--- src/design/swsp_pkg.sv ---
// ----------------------------------------------------------------------------
// swsp_pkg: shared types and constants of the shell word splitter
// Character width, register reset values, register indexes, scan modes and
// the entry format of the queue between the front and back parts.
// ----------------------------------------------------------------------------
`default_nettype none

package swsp_pkg;

    localparam int CHAR_W      = 8;
    localparam int CFG_INDEX_W = 3;
    localparam int CFG_DATA_W  = 8;
    localparam int Q_DEPTH     = 4;
    localparam int Q_PTR_W     = $clog2(Q_DEPTH);
    localparam int Q_CNT_W     = $clog2(Q_DEPTH + 1);

    localparam logic [CHAR_W-1:0] WORD_CNT_MAX = 8'd255;

    // register reset values
    localparam logic [CHAR_W-1:0] DELIM_FIRST_RST  = 8'd32;
    localparam logic [CHAR_W-1:0] DELIM_SECOND_RST = 8'd9;
    localparam logic [CHAR_W-1:0] QUOTE_CHAR_RST   = 8'd34;
    localparam logic [CHAR_W-1:0] ESCAPE_CHAR_RST  = 8'd92;
    localparam logic [CHAR_W-1:0] MAX_ARGS_RST     = 8'd255;

    // configuration register indexes
    typedef enum logic [CFG_INDEX_W-1:0] {
        CFG_DELIM_FIRST  = 3'd0,
        CFG_DELIM_SECOND = 3'd1,
        CFG_QUOTE_CHAR   = 3'd2,
        CFG_ESCAPE_CHAR  = 3'd3,
        CFG_MAX_ARGS     = 3'd4
    } cfg_reg_t;

    // input opcodes
    typedef enum logic {
        OP_CHAR = 1'b0,
        OP_EOL  = 1'b1
    } opcode_t;

    // scan modes
    typedef enum logic [1:0] {
        MODE_LINE_START = 2'd0,
        MODE_BETWEEN    = 2'd1,
        MODE_PLAIN      = 2'd2,
        MODE_QUOTED     = 2'd3
    } scan_mode_t;

    // one result slot, already masked for dropped words
    typedef struct packed {
        logic [CHAR_W-1:0] out_ch;
        logic              char_valid;
        logic              word_end;
    } slot_t;

    // one queue entry: all results of one input item
    typedef struct packed {
        logic              two;
        slot_t             slot0;
        slot_t             slot1;
        logic [CHAR_W-1:0] word_index;
        logic              dropped;
    } entry_t;

    // queue status toward front and back
    typedef struct packed {
        logic full;
        logic empty;
    } q_status_t;

endpackage

`default_nettype wire

--- src/design/swsp_if.sv ---
// ----------------------------------------------------------------------------
// swsp_if: channel interfaces of the shell word splitter
// Valid/ready channels for input characters and for word results.
// ----------------------------------------------------------------------------
`default_nettype none

interface swsp_in_if;
    logic                       valid;
    logic                       ready;
    logic                       opcode;
    logic [swsp_pkg::CHAR_W-1:0] ch;

    modport source (output valid, output opcode, output ch, input ready);
    modport sink   (input valid, input opcode, input ch, output ready);
endinterface

interface swsp_out_if;
    logic                        valid;
    logic                        ready;
    logic [swsp_pkg::CHAR_W-1:0] out_ch;
    logic                        char_valid;
    logic                        word_end;
    logic [swsp_pkg::CHAR_W-1:0] word_index;
    logic                        dropped;
    logic                        last;

    modport source (output valid, output out_ch, output char_valid, output word_end,
                    output word_index, output dropped, output last, input ready);
    modport sink   (input valid, input out_ch, input char_valid, input word_end,
                    input word_index, input dropped, input last, output ready);
endinterface

`default_nettype wire

--- src/design/swsp_front.sv ---
// ----------------------------------------------------------------------------
// swsp_front: character classifier and scan state
// Holds the configuration registers and the scan state, classifies each
// accepted character and pushes all of its results as one queue entry.
// ----------------------------------------------------------------------------
`default_nettype none

module swsp_front (
    input  wire logic                            clk,
    input  wire logic                            rst_n,
    swsp_in_if.sink                              cmd_line,
    input  wire logic                            cfg_wr_en,
    input  wire logic [swsp_pkg::CFG_INDEX_W-1:0] cfg_index,
    input  wire logic [swsp_pkg::CFG_DATA_W-1:0]  cfg_wdata,
    input  wire swsp_pkg::q_status_t             q_status,
    output logic                                 push,
    output swsp_pkg::entry_t                     push_entry
);

    logic [swsp_pkg::CHAR_W-1:0] delim_first_reg;
    logic [swsp_pkg::CHAR_W-1:0] delim_second_reg;
    logic [swsp_pkg::CHAR_W-1:0] quote_char_reg;
    logic [swsp_pkg::CHAR_W-1:0] escape_char_reg;
    logic [swsp_pkg::CHAR_W-1:0] max_args_reg;

    swsp_pkg::scan_mode_t        mode_reg, mode_next;
    logic                        held_reg, held_next;
    logic [swsp_pkg::CHAR_W-1:0] word_count_reg, word_count_next;

    logic                        accept;
    logic                        is_eol;
    logic                        is_delim;
    logic                        is_quote;
    logic                        is_esc;
    logic                        drop;
    logic                        has_result;
    logic [swsp_pkg::CHAR_W-1:0] word_count_inc;

    function automatic swsp_pkg::slot_t mk_slot(
        input logic [swsp_pkg::CHAR_W-1:0] c,
        input logic                        valid,
        input logic                        word_end,
        input logic                        dropped
    );
        swsp_pkg::slot_t s;
        s.char_valid = valid && !dropped;
        s.out_ch     = s.char_valid ? c : '0;
        s.word_end   = word_end;
        return s;
    endfunction

    // handshake and classification
    assign cmd_line.ready = !q_status.full;
    assign accept   = cmd_line.valid && cmd_line.ready;
    assign is_eol   = (swsp_pkg::opcode_t'(cmd_line.opcode) == swsp_pkg::OP_EOL);
    assign is_delim = (cmd_line.ch == delim_first_reg) || (cmd_line.ch == delim_second_reg);
    assign is_quote = (cmd_line.ch == quote_char_reg);
    assign is_esc   = (cmd_line.ch == escape_char_reg);
    assign drop     = (word_count_reg >= max_args_reg);
    assign word_count_inc = (word_count_reg != swsp_pkg::WORD_CNT_MAX)
                          ? word_count_reg + 1'b1 : word_count_reg;

    // configuration registers
    always_ff @(posedge clk or negedge rst_n)
    begin
        if (!rst_n)
        begin
            delim_first_reg  <= swsp_pkg::DELIM_FIRST_RST;
            delim_second_reg <= swsp_pkg::DELIM_SECOND_RST;
            quote_char_reg   <= swsp_pkg::QUOTE_CHAR_RST;
            escape_char_reg  <= swsp_pkg::ESCAPE_CHAR_RST;
            max_args_reg     <= swsp_pkg::MAX_ARGS_RST;
        end
        else if (cfg_wr_en)
        begin
            unique case (swsp_pkg::cfg_reg_t'(cfg_index))
                swsp_pkg::CFG_DELIM_FIRST:  delim_first_reg  <= cfg_wdata;
                swsp_pkg::CFG_DELIM_SECOND: delim_second_reg <= cfg_wdata;
                swsp_pkg::CFG_QUOTE_CHAR:   quote_char_reg   <= cfg_wdata;
                swsp_pkg::CFG_ESCAPE_CHAR:  escape_char_reg  <= cfg_wdata;
                swsp_pkg::CFG_MAX_ARGS:     max_args_reg     <= cfg_wdata;
                default:
                begin
                end
            endcase
        end
    end

    // scan state registers
    always_ff @(posedge clk or negedge rst_n)
    begin
        if (!rst_n)
        begin
            mode_reg       <= swsp_pkg::MODE_LINE_START;
            held_reg       <= 1'b0;
            word_count_reg <= '0;
        end
        else if (accept)
        begin
            mode_reg       <= mode_next;
            held_reg       <= held_next;
            word_count_reg <= word_count_next;
        end
    end

    // next scan state
    always_comb
    begin
        mode_next       = mode_reg;
        held_next       = held_reg;
        word_count_next = word_count_reg;
        if (is_eol)
        begin
            mode_next       = swsp_pkg::MODE_LINE_START;
            held_next       = 1'b0;
            word_count_next = '0;
        end
        else
        begin
            unique case (mode_reg)
                swsp_pkg::MODE_LINE_START:
                begin
                    if (is_quote)
                        mode_next = swsp_pkg::MODE_QUOTED;
                    else if (is_delim)
                    begin
                        mode_next       = swsp_pkg::MODE_BETWEEN;
                        word_count_next = word_count_inc;
                    end
                    else
                    begin
                        mode_next = swsp_pkg::MODE_PLAIN;
                        held_next = is_esc;
                    end
                end
                swsp_pkg::MODE_BETWEEN:
                begin
                    if (is_delim)
                        mode_next = swsp_pkg::MODE_BETWEEN;
                    else if (is_quote)
                        mode_next = swsp_pkg::MODE_QUOTED;
                    else
                    begin
                        mode_next = swsp_pkg::MODE_PLAIN;
                        held_next = is_esc;
                    end
                end
                swsp_pkg::MODE_PLAIN:
                begin
                    if (is_delim)
                    begin
                        if (held_reg)
                            held_next = 1'b0;
                        else
                        begin
                            mode_next       = swsp_pkg::MODE_BETWEEN;
                            word_count_next = word_count_inc;
                        end
                    end
                    else
                        held_next = is_esc;
                end
                swsp_pkg::MODE_QUOTED:
                begin
                    if (is_quote)
                    begin
                        if (held_reg)
                            held_next = 1'b0;
                        else
                        begin
                            mode_next       = swsp_pkg::MODE_BETWEEN;
                            word_count_next = word_count_inc;
                        end
                    end
                    else
                        held_next = is_esc;
                end
            endcase
        end
    end

    // result slots of the accepted item
    always_comb
    begin
        logic word_chr;
        word_chr   = 1'b0;
        has_result = 1'b0;
        push_entry = '0;
        push_entry.word_index = word_count_reg;
        push_entry.dropped    = drop;
        if (is_eol)
        begin
            unique case (mode_reg)
                swsp_pkg::MODE_LINE_START:
                begin
                    has_result       = 1'b1;
                    push_entry.slot0 = mk_slot('0, 1'b0, 1'b1, drop);
                end
                swsp_pkg::MODE_PLAIN, swsp_pkg::MODE_QUOTED:
                begin
                    has_result       = 1'b1;
                    push_entry.slot0 = held_reg ? mk_slot(escape_char_reg, 1'b1, 1'b1, drop)
                                                : mk_slot('0, 1'b0, 1'b1, drop);
                end
                swsp_pkg::MODE_BETWEEN:
                begin
                    has_result = 1'b0;
                end
            endcase
        end
        else
        begin
            unique case (mode_reg)
                swsp_pkg::MODE_LINE_START:
                begin
                    if (!is_quote && is_delim)
                    begin
                        has_result       = 1'b1;
                        push_entry.slot0 = mk_slot('0, 1'b0, 1'b1, drop);
                    end
                    else if (!is_quote)
                        word_chr = 1'b1;
                end
                swsp_pkg::MODE_BETWEEN:
                begin
                    word_chr = !is_delim && !is_quote;
                end
                swsp_pkg::MODE_PLAIN:
                begin
                    if (is_delim)
                    begin
                        has_result       = 1'b1;
                        push_entry.slot0 = held_reg
                                         ? mk_slot(cmd_line.ch, 1'b1, 1'b0, drop)
                                         : mk_slot('0, 1'b0, 1'b1, drop);
                    end
                    else
                        word_chr = 1'b1;
                end
                swsp_pkg::MODE_QUOTED:
                begin
                    if (is_quote)
                    begin
                        has_result       = 1'b1;
                        push_entry.slot0 = held_reg
                                         ? mk_slot(cmd_line.ch, 1'b1, 1'b0, drop)
                                         : mk_slot('0, 1'b0, 1'b1, drop);
                    end
                    else
                        word_chr = 1'b1;
                end
            endcase
            // word character: flush a held escape, then emit or hold this one
            if (word_chr)
            begin
                if (held_reg)
                begin
                    has_result       = 1'b1;
                    push_entry.slot0 = mk_slot(escape_char_reg, 1'b1, 1'b0, drop);
                    if (!is_esc)
                    begin
                        push_entry.two   = 1'b1;
                        push_entry.slot1 = mk_slot(cmd_line.ch, 1'b1, 1'b0, drop);
                    end
                end
                else if (!is_esc)
                begin
                    has_result       = 1'b1;
                    push_entry.slot0 = mk_slot(cmd_line.ch, 1'b1, 1'b0, drop);
                end
            end
        end
    end

    assign push = accept && has_result;

`ifndef SYNTHESIS
    // a held escape exists only inside a word
    assert property (@(posedge clk) disable iff (!rst_n)
        held_reg |-> (mode_reg == swsp_pkg::MODE_PLAIN || mode_reg == swsp_pkg::MODE_QUOTED))
        else $error("held escape outside a word");

    // the word count restarts with every line
    assert property (@(posedge clk) disable iff (!rst_n)
        (mode_reg == swsp_pkg::MODE_LINE_START) |-> (word_count_reg == '0))
        else $error("word count not cleared at line start");
`endif

endmodule

`default_nettype wire

--- src/design/swsp_queue.sv ---
// ----------------------------------------------------------------------------
// swsp_queue: entry queue between front and back
// Small flip-flop queue of per-item result entries; push and pop may
// happen in the same cycle.
// ----------------------------------------------------------------------------
`default_nettype none

module swsp_queue (
    input  wire logic                 clk,
    input  wire logic                 rst_n,
    input  wire logic                 push,
    input  wire swsp_pkg::entry_t     push_entry,
    input  wire logic                 pop,
    output swsp_pkg::entry_t          head,
    output swsp_pkg::q_status_t       q_status
);

    swsp_pkg::entry_t               entries_reg [swsp_pkg::Q_DEPTH];
    logic [swsp_pkg::Q_PTR_W-1:0]   wr_ptr_reg;
    logic [swsp_pkg::Q_PTR_W-1:0]   rd_ptr_reg;
    logic [swsp_pkg::Q_CNT_W-1:0]   count_reg, count_next;

    assign q_status.full  = (count_reg == swsp_pkg::Q_CNT_W'(swsp_pkg::Q_DEPTH));
    assign q_status.empty = (count_reg == '0);
    assign head           = entries_reg[rd_ptr_reg];

    // occupancy
    always_comb
    begin
        count_next = count_reg;
        if (push && !pop)
            count_next = count_reg + 1'b1;
        else if (pop && !push)
            count_next = count_reg - 1'b1;
    end

    // pointers and count
    always_ff @(posedge clk or negedge rst_n)
    begin
        if (!rst_n)
        begin
            wr_ptr_reg <= '0;
            rd_ptr_reg <= '0;
            count_reg  <= '0;
        end
        else
        begin
            if (push)
                wr_ptr_reg <= wr_ptr_reg + 1'b1;
            if (pop)
                rd_ptr_reg <= rd_ptr_reg + 1'b1;
            count_reg <= count_next;
        end
    end

    // entry storage
    always_ff @(posedge clk)
    begin
        if (push)
            entries_reg[wr_ptr_reg] <= push_entry;
    end

`ifndef SYNTHESIS
    // occupancy stays within the storage
    assert property (@(posedge clk) disable iff (!rst_n)
        count_reg <= swsp_pkg::Q_CNT_W'(swsp_pkg::Q_DEPTH))
        else $error("queue occupancy out of range");
`endif

endmodule

`default_nettype wire

--- src/design/swsp_back.sv ---
// ----------------------------------------------------------------------------
// swsp_back: result sequencer
// Takes queue entries and presents their one or two results, one transfer
// per cycle while the output is ready, from an output register.
// ----------------------------------------------------------------------------
`default_nettype none

module swsp_back (
    input  wire logic                 clk,
    input  wire logic                 rst_n,
    input  wire swsp_pkg::entry_t     head,
    input  wire swsp_pkg::q_status_t  q_status,
    output logic                      pop,
    swsp_out_if.source                words
);

    logic                         out_valid_reg, out_valid_next;
    logic                         phase_reg, phase_next;
    swsp_pkg::slot_t              slot_reg, slot_next;
    logic [swsp_pkg::CHAR_W-1:0]  index_reg;
    logic                         dropped_reg;
    logic                         last_reg, last_next;
    logic                         load;

    assign load = !out_valid_reg || words.ready;

    // result selection from the head entry
    always_comb
    begin
        pop            = 1'b0;
        phase_next     = phase_reg;
        out_valid_next = out_valid_reg && !words.ready;
        slot_next      = head.slot0;
        last_next      = !head.two;
        if (load)
        begin
            out_valid_next = !q_status.empty;
            if (!q_status.empty)
            begin
                if (!phase_reg)
                begin
                    slot_next  = head.slot0;
                    last_next  = !head.two;
                    phase_next = head.two;
                    pop        = !head.two;
                end
                else
                begin
                    slot_next  = head.slot1;
                    last_next  = 1'b1;
                    phase_next = 1'b0;
                    pop        = 1'b1;
                end
            end
        end
    end

    // control registers
    always_ff @(posedge clk or negedge rst_n)
    begin
        if (!rst_n)
        begin
            out_valid_reg <= 1'b0;
            phase_reg     <= 1'b0;
        end
        else
        begin
            out_valid_reg <= out_valid_next;
            phase_reg     <= phase_next;
        end
    end

    // output payload register
    always_ff @(posedge clk)
    begin
        if (load && !q_status.empty)
        begin
            slot_reg    <= slot_next;
            index_reg   <= head.word_index;
            dropped_reg <= head.dropped;
            last_reg    <= last_next;
        end
    end

    assign words.valid      = out_valid_reg;
    assign words.out_ch     = slot_reg.out_ch;
    assign words.char_valid = slot_reg.char_valid;
    assign words.word_end   = slot_reg.word_end;
    assign words.word_index = index_reg;
    assign words.dropped    = dropped_reg;
    assign words.last       = last_reg;

`ifndef SYNTHESIS
    // a pending second result keeps its entry at the queue head
    assert property (@(posedge clk) disable iff (!rst_n)
        phase_reg |-> !q_status.empty)
        else $error("second result pending with empty queue");

    // a shown first result of two means the second is still pending
    assert property (@(posedge clk) disable iff (!rst_n)
        (out_valid_reg && !last_reg) |-> phase_reg)
        else $error("non-last result without pending second result");
`endif

endmodule

`default_nettype wire

--- src/design/shell_word_splitter_core.sv ---
// ----------------------------------------------------------------------------
// shell_word_splitter_core: command line word splitter
// Splits a character stream into words with delimiter skipping, quoted
// words and escape handling; results carry word index and drop flag.
//
//   channel    role    carries
//   cmd_line   sink    opcode, ch (one character or end of line)
//   words      source  out_ch, char_valid, word_end, word_index, dropped, last
//   cfg_*      write   cfg_wr_en, cfg_index, cfg_wdata (five 8-bit registers)
//
// One character is taken per cycle while the queue is not full; an item
// with two results is sent as two transfers, since the back part sends one
// transfer per cycle while the output is ready. A transfer in passes the
// queue entry register, then the output register. A four-entry queue
// decouples the front from output stalls; the front stops taking characters only while that queue is full.
// Reset sets the registers to their defaults and the scan to line start.
// ----------------------------------------------------------------------------
`default_nettype none

module shell_word_splitter_core (
    input  wire logic                             clk,
    input  wire logic                             rst_n,
    swsp_in_if.sink                               cmd_line,
    swsp_out_if.source                            words,
    input  wire logic                             cfg_wr_en,
    input  wire logic [swsp_pkg::CFG_INDEX_W-1:0] cfg_index,
    input  wire logic [swsp_pkg::CFG_DATA_W-1:0]  cfg_wdata
);

    logic                 push;
    logic                 pop;
    swsp_pkg::entry_t     push_entry;
    swsp_pkg::entry_t     head;
    swsp_pkg::q_status_t  q_status;

    // classify characters and track the scan
    swsp_front u_front (
        .clk        (clk),
        .rst_n      (rst_n),
        .cmd_line   (cmd_line),
        .cfg_wr_en  (cfg_wr_en),
        .cfg_index  (cfg_index),
        .cfg_wdata  (cfg_wdata),
        .q_status   (q_status),
        .push       (push),
        .push_entry (push_entry)
    );

    // per-item result entries
    swsp_queue u_queue (
        .clk        (clk),
        .rst_n      (rst_n),
        .push       (push),
        .push_entry (push_entry),
        .pop        (pop),
        .head       (head),
        .q_status   (q_status)
    );

    // emit results one transfer at a time
    swsp_back u_back (
        .clk      (clk),
        .rst_n    (rst_n),
        .head     (head),
        .q_status (q_status),
        .pop      (pop),
        .words    (words)
    );

endmodule

`default_nettype wire
--- src/flat_wrapper.sv ---
// flat-port wrapper written by rule: the top's interface ports become plain ports
module shell_word_splitter_core_flat 
  (clk, rst_n, cfg_wr_en, cfg_index, cfg_wdata, cmd_line_valid, cmd_line_opcode, cmd_line_ch, cmd_line_ready, words_valid, words_out_ch, words_char_valid, words_word_end, words_word_index, words_dropped, words_last, words_ready);
  swsp_in_if cmd_line_i ();
  swsp_out_if words_i ();
  input  wire logic clk;
  input  wire logic rst_n;
  input  wire logic cfg_wr_en;
  input  wire logic [swsp_pkg::CFG_INDEX_W-1:0] cfg_index;
  input  wire logic [swsp_pkg::CFG_DATA_W-1:0] cfg_wdata;
  input wire logic [$bits(cmd_line_i.valid)-1:0] cmd_line_valid;
  input wire logic [$bits(cmd_line_i.opcode)-1:0] cmd_line_opcode;
  input wire logic [$bits(cmd_line_i.ch)-1:0] cmd_line_ch;
  output wire logic [$bits(cmd_line_i.ready)-1:0] cmd_line_ready;
  output wire logic [$bits(words_i.valid)-1:0] words_valid;
  output wire logic [$bits(words_i.out_ch)-1:0] words_out_ch;
  output wire logic [$bits(words_i.char_valid)-1:0] words_char_valid;
  output wire logic [$bits(words_i.word_end)-1:0] words_word_end;
  output wire logic [$bits(words_i.word_index)-1:0] words_word_index;
  output wire logic [$bits(words_i.dropped)-1:0] words_dropped;
  output wire logic [$bits(words_i.last)-1:0] words_last;
  input wire logic [$bits(words_i.ready)-1:0] words_ready;
  assign cmd_line_i.valid = cmd_line_valid;
  assign cmd_line_i.opcode = cmd_line_opcode;
  assign cmd_line_i.ch = cmd_line_ch;
  assign cmd_line_ready = cmd_line_i.ready;
  assign words_valid = words_i.valid;
  assign words_out_ch = words_i.out_ch;
  assign words_char_valid = words_i.char_valid;
  assign words_word_end = words_i.word_end;
  assign words_word_index = words_i.word_index;
  assign words_dropped = words_i.dropped;
  assign words_last = words_i.last;
  assign words_i.ready = words_ready;
  shell_word_splitter_core u_core (.clk(clk), .rst_n(rst_n), .cmd_line(cmd_line_i), .words(words_i), .cfg_wr_en(cfg_wr_en), .cfg_index(cfg_index), .cfg_wdata(cfg_wdata));
endmodule
--- config.mk ---
export PLATFORM = sky130hd
export DESIGN_NAME = shell_word_splitter_core_flat
export DESIGN_NICKNAME = d
export VERILOG_FILES = /design/src/design/swsp_pkg.sv /design/src/design/swsp_if.sv /design/src/design/swsp_front.sv /design/src/design/swsp_queue.sv /design/src/design/swsp_back.sv /design/src/design/shell_word_splitter_core.sv /design/src/flat_wrapper.sv
export SDC_FILE = /design/constraint.sdc
export NUM_CORES = 1
export LEC_CHECK = 0
export BUFFER_PORTS_ARGS = -buffer_cell sky130_fd_sc_hd__clkbuf_2
export CAP_MARGIN = 10
export CORE_UTILIZATION = 30
export DETAILED_ROUTE_END_ITERATION = 6
export GPL_TIMING_DRIVEN = 0
export PLACE_DENSITY = 0.45
export SLEW_MARGIN = 25
export SYNTH_ARGS = -nofsm -noshare
export SYNTH_HDL_FRONTEND = slang
export SYNTH_SLANG_ARGS = --single-unit
--- constraint.sdc ---
create_clock -name clk -period 3.9 [get_ports clk]
set_clock_uncertainty 0.15 [all_clocks]
set_input_delay 0.585 -clock clk [delete_from_list [all_inputs] [get_ports clk]]
set_output_delay 0.585 -clock clk [all_outputs]
set_load 0.02 [all_outputs]
==> qor.txt <==
========================================================================================
Outcome                                                                     complete, no violations
Avg Cell Area, Syn                                                              16.2 um2
Initial cell density of the core                                                   30.6%
Post-layout nets                                                                     631
Count of endpoints failing setup in the final report                                   0
First-pass GRT wire length                                                      27900 um
Combined flip-flop and latch cell area                                       0.00561 mm2
Clock tree buffer depth                                                                2
H-tree level count                                                                     4
Slew at the pin closest to its max-slew limit                                     880 ps
Congestion Overflow GR                                                                 0
DRC Markers                                                                            0
Total clock sinks                                                                    196
Root buffer cell                                                               clkbuf_16
Highest net fanout along the worst path                                                9
Share of synthesized registers carrying an async set or reset                      30.6%
Max capacitance violation total                                                        0
Worst Hold Class                                                                  in2reg
EDFF count, synth                                                                    136
Total of warnings raised by yosys                                                      0
Routed wirelength normalized by instance count                                   17.7 um
Type of origin of the critical path                                                 flop
Number of placement rows                                                              61
Clock latency reported for the late side of the worst-skew pair                   430 ps
Type of the worst setup path                                                     reg2reg
Number of antenna violations at the first check in global routing                      1
Critical Path RT                                                                 3930 ps
Power per Cell Area                                                           656 mW/mm2
Clock transition at the registers of the reported paths                            70 ps
Critical path endpoint category                                                     flop
Instance count of the mapped netlist                                                 527
Vias                                                                                4610
Final wirelength                                                                17400 um
Total Negative Setup Slacks                                                         0 ps
Largest register FFs                                                                 116
Via count of the first global-routing pass                                          4888
Buffers inserted by post-CTS timing repair                                             0
Width of the die                                                                  171 um
Post-route worst hold slack                                                       208 ps
Share of final-layout standard cells stronger than drive strength 1                32.8%
Shortest clock period the worst path allows after layout                         3510 ps
Worst setup slack after placement                                                -112 ps
Highest ir drop seen on vdd                                                     0.212 mV
Global placer's final weighted congestion                                          0.785
Max Freq                                                                       0.285 GHz
Area overhead of the layout relative to synthesis                                  17.3%
CP Data Arrival Time                                                             3540 ps
Final Hold Viols                                                                       0
Summed instance area of the synthesized netlist                              0.00853 mm2
Post-Route Utilization                                                             35.9%
Leakage power figure                                                             3.55 nW
Setup slack after layout                                                          387 ps
Number of flip-flops and latches in the synthesized netlist                          196
Top flip-flop cell by instance count after synthesis                            edfxtp_1
Distinct cell type count of the synthesized netlist                                   59
IO Pins                                                                               47
Hold path startpoint                                                         words_ready
Vias per Instance                                                                   4.69
Setup repair after global routing missed its margin                                false
Final clock period utilization by the worst path                                   90.1%
Die area                                                                      0.0291 mm2
Worst slew margin relative to its limit                                            41.3%
Number of search-and-repair iterations in the first detailed-routing pass              5
CTS tree                                                                           built
Post-detailed-placement half-perimeter wirelength                               12700 um
Part of the Yosys area used for sequential elements                                65.7%
Number of port buffers                                                                38
Aggregate global-route resource usage                                              13.0%
Largest net degree at the start of global routing                                     48
Crit Reg-Reg Startpoint                                                     u_core.u_front.word_count_reg[0]
Max-slew violations                                                                    0
Number of antenna repair diodes                                                        0
Crit. Startpoint                                                            u_core.u_front.word_count_reg[0]
Nets in the synthesized netlist                                                      567
Standard cell core area                                                       0.0279 mm2
Number of nets still failing antenna checks after routing                              0
TritonCTS buffer count                                                                17
Multi-input combinational cell area                                          0.00274 mm2
Number of filler cells placed in the layout                                         2616
1st-iter DRT viols                                                                   216
Die height                                                                        171 um
========================================================================================
[per-layer routing]
layer | routed length, um | track usage [%] | part of all wire [%] | up-vias
met1 | 7930 | 17.1 | 46 | 2371
met3 | 470 | 2.24 | 2.7 | 13
met2 | 8750 | 21.7 | 50 | 71
met4 | 196 | 4.03 | 1.1 | 2
met5 | 12 | 0 | 0.069 | -
li1 | - | - | - | 2153
[through the flow]
step	cells	total power (W)	area (um2)
floorplan	527	0.00429	8530
global placement	943	0.00477	9200
detailed placement	949	0.00491	9380
CTS	982	0.00669	9980
global route	982	0.00695	10000
finish	982	0.00656	10000
[cell usage after synthesis (2+ instances only)]
cell      number  share of area [%]
o31ai_1        6               0.53
nand2_1       23                1.0
o21ai_0       16               0.94
mux2i_1        2               0.23
or2_2          2               0.15
xor2_1        11                1.1
and2_1        16                1.2
xnor2_1       27                2.8
dfrtp_1       43                 13
buf_2          3               0.18
mux2_2        45                5.9
nor2_1         9               0.40
dfstp_2       17                5.2
o21a_1         2               0.18
nand3_1        4               0.23
o211ai_1       2               0.18
nor4bb_1       2               0.23
a21oi_1       18                1.1
nand2b_1       2               0.15
nand4_1        9               0.66
or3_1          3               0.22
mux4_2        29                7.7
edfxtp_1     136                 48
a31oi_1        2               0.15
nor3_1         2               0.12
nor4_1         4               0.29
buf_6          7               0.92
a22o_1         7               0.72
clkbuf_1      11               0.48
or4_1          5               0.44
ha_1          14                2.1
inv_1         21               0.92
[placed cells by master (no fill, tap or decap), drive strengths merged, types with 18 or more instances in the layout]
cell type	n
edfxtp	136
clkbuf	67
mux2	45
dfrtp	43
mux4	29
inv	29
xnor2	27
nand2	23
a21oi	18
buf	18
[critical path: stages (launching register included)]
cell	delay (ps)
dfrtp_1	560
inv_1	90
ha_1	270
nand2b_1	130
a2111oi_0	390
o211ai_1	410
nand2b_1	350
or4_1	520
o21ai_1	400
[kinds of logic (layout without fill, tap and decap cells)]
family	Yosys count	in the layout	synth area share, %
flops	196	196	65.7
simple gates	89	89	5.97
mux	77	77	14.1
compound gates	68	68	5.42
buf+inv	44	121	2.64
xor+xnor	38	38	3.90
fa+ha+maj	15	15	2.29
[repair_timing]
| action | CTS | global route |
|---|---|---|
| endpoints found under the setup margin | 0 | 34 |
| resized for setup | 0 | 5 |
| hold buffers | 1 | 0 |
| endpoints found under the hold margin | 13 | 0 |
[cell type report]
cell class | count | share of cell area (%)
clock buffers | 18 | 4.29
multi-input cells | 287 | 27.4
inverters | 21 | 0.787
plain buffers | 23 | 1.48
clock inverters | 14 | 1.63
flip-flops and latches | 196 | 56.0
well taps | 378 | 4.73
repair buffers | 45 | 3.68
[report_power, final]
part / switching, W / leakage, nW / internal, W / total [W]
registers: 0.000194 / 1.97 / 0.00284 / 0.00304
logic: 0.000941 / 1.29 / 0.000826 / 0.00177
clock network: 0.000841 / 0.287 / 0.000919 / 0.00176
[worst paths after layout]
check,to,slack [ps],cells after the start
min reg2reg,u_core.u_back.phase_reg,330,1
max reg2reg,u_core.u_queue.entries_reg[0][27],390,8
min,u_core.u_back.words.valid,210,2
min in group asynchronous,u_core.u_front.word_count_reg[7],440,2
max,u_core.u_queue.entries_reg[0][27],390,8
max in group asynchronous,u_core.u_front.escape_char_reg[6],2570,3
Note: power is estimated with default switching activity, not from simulation.
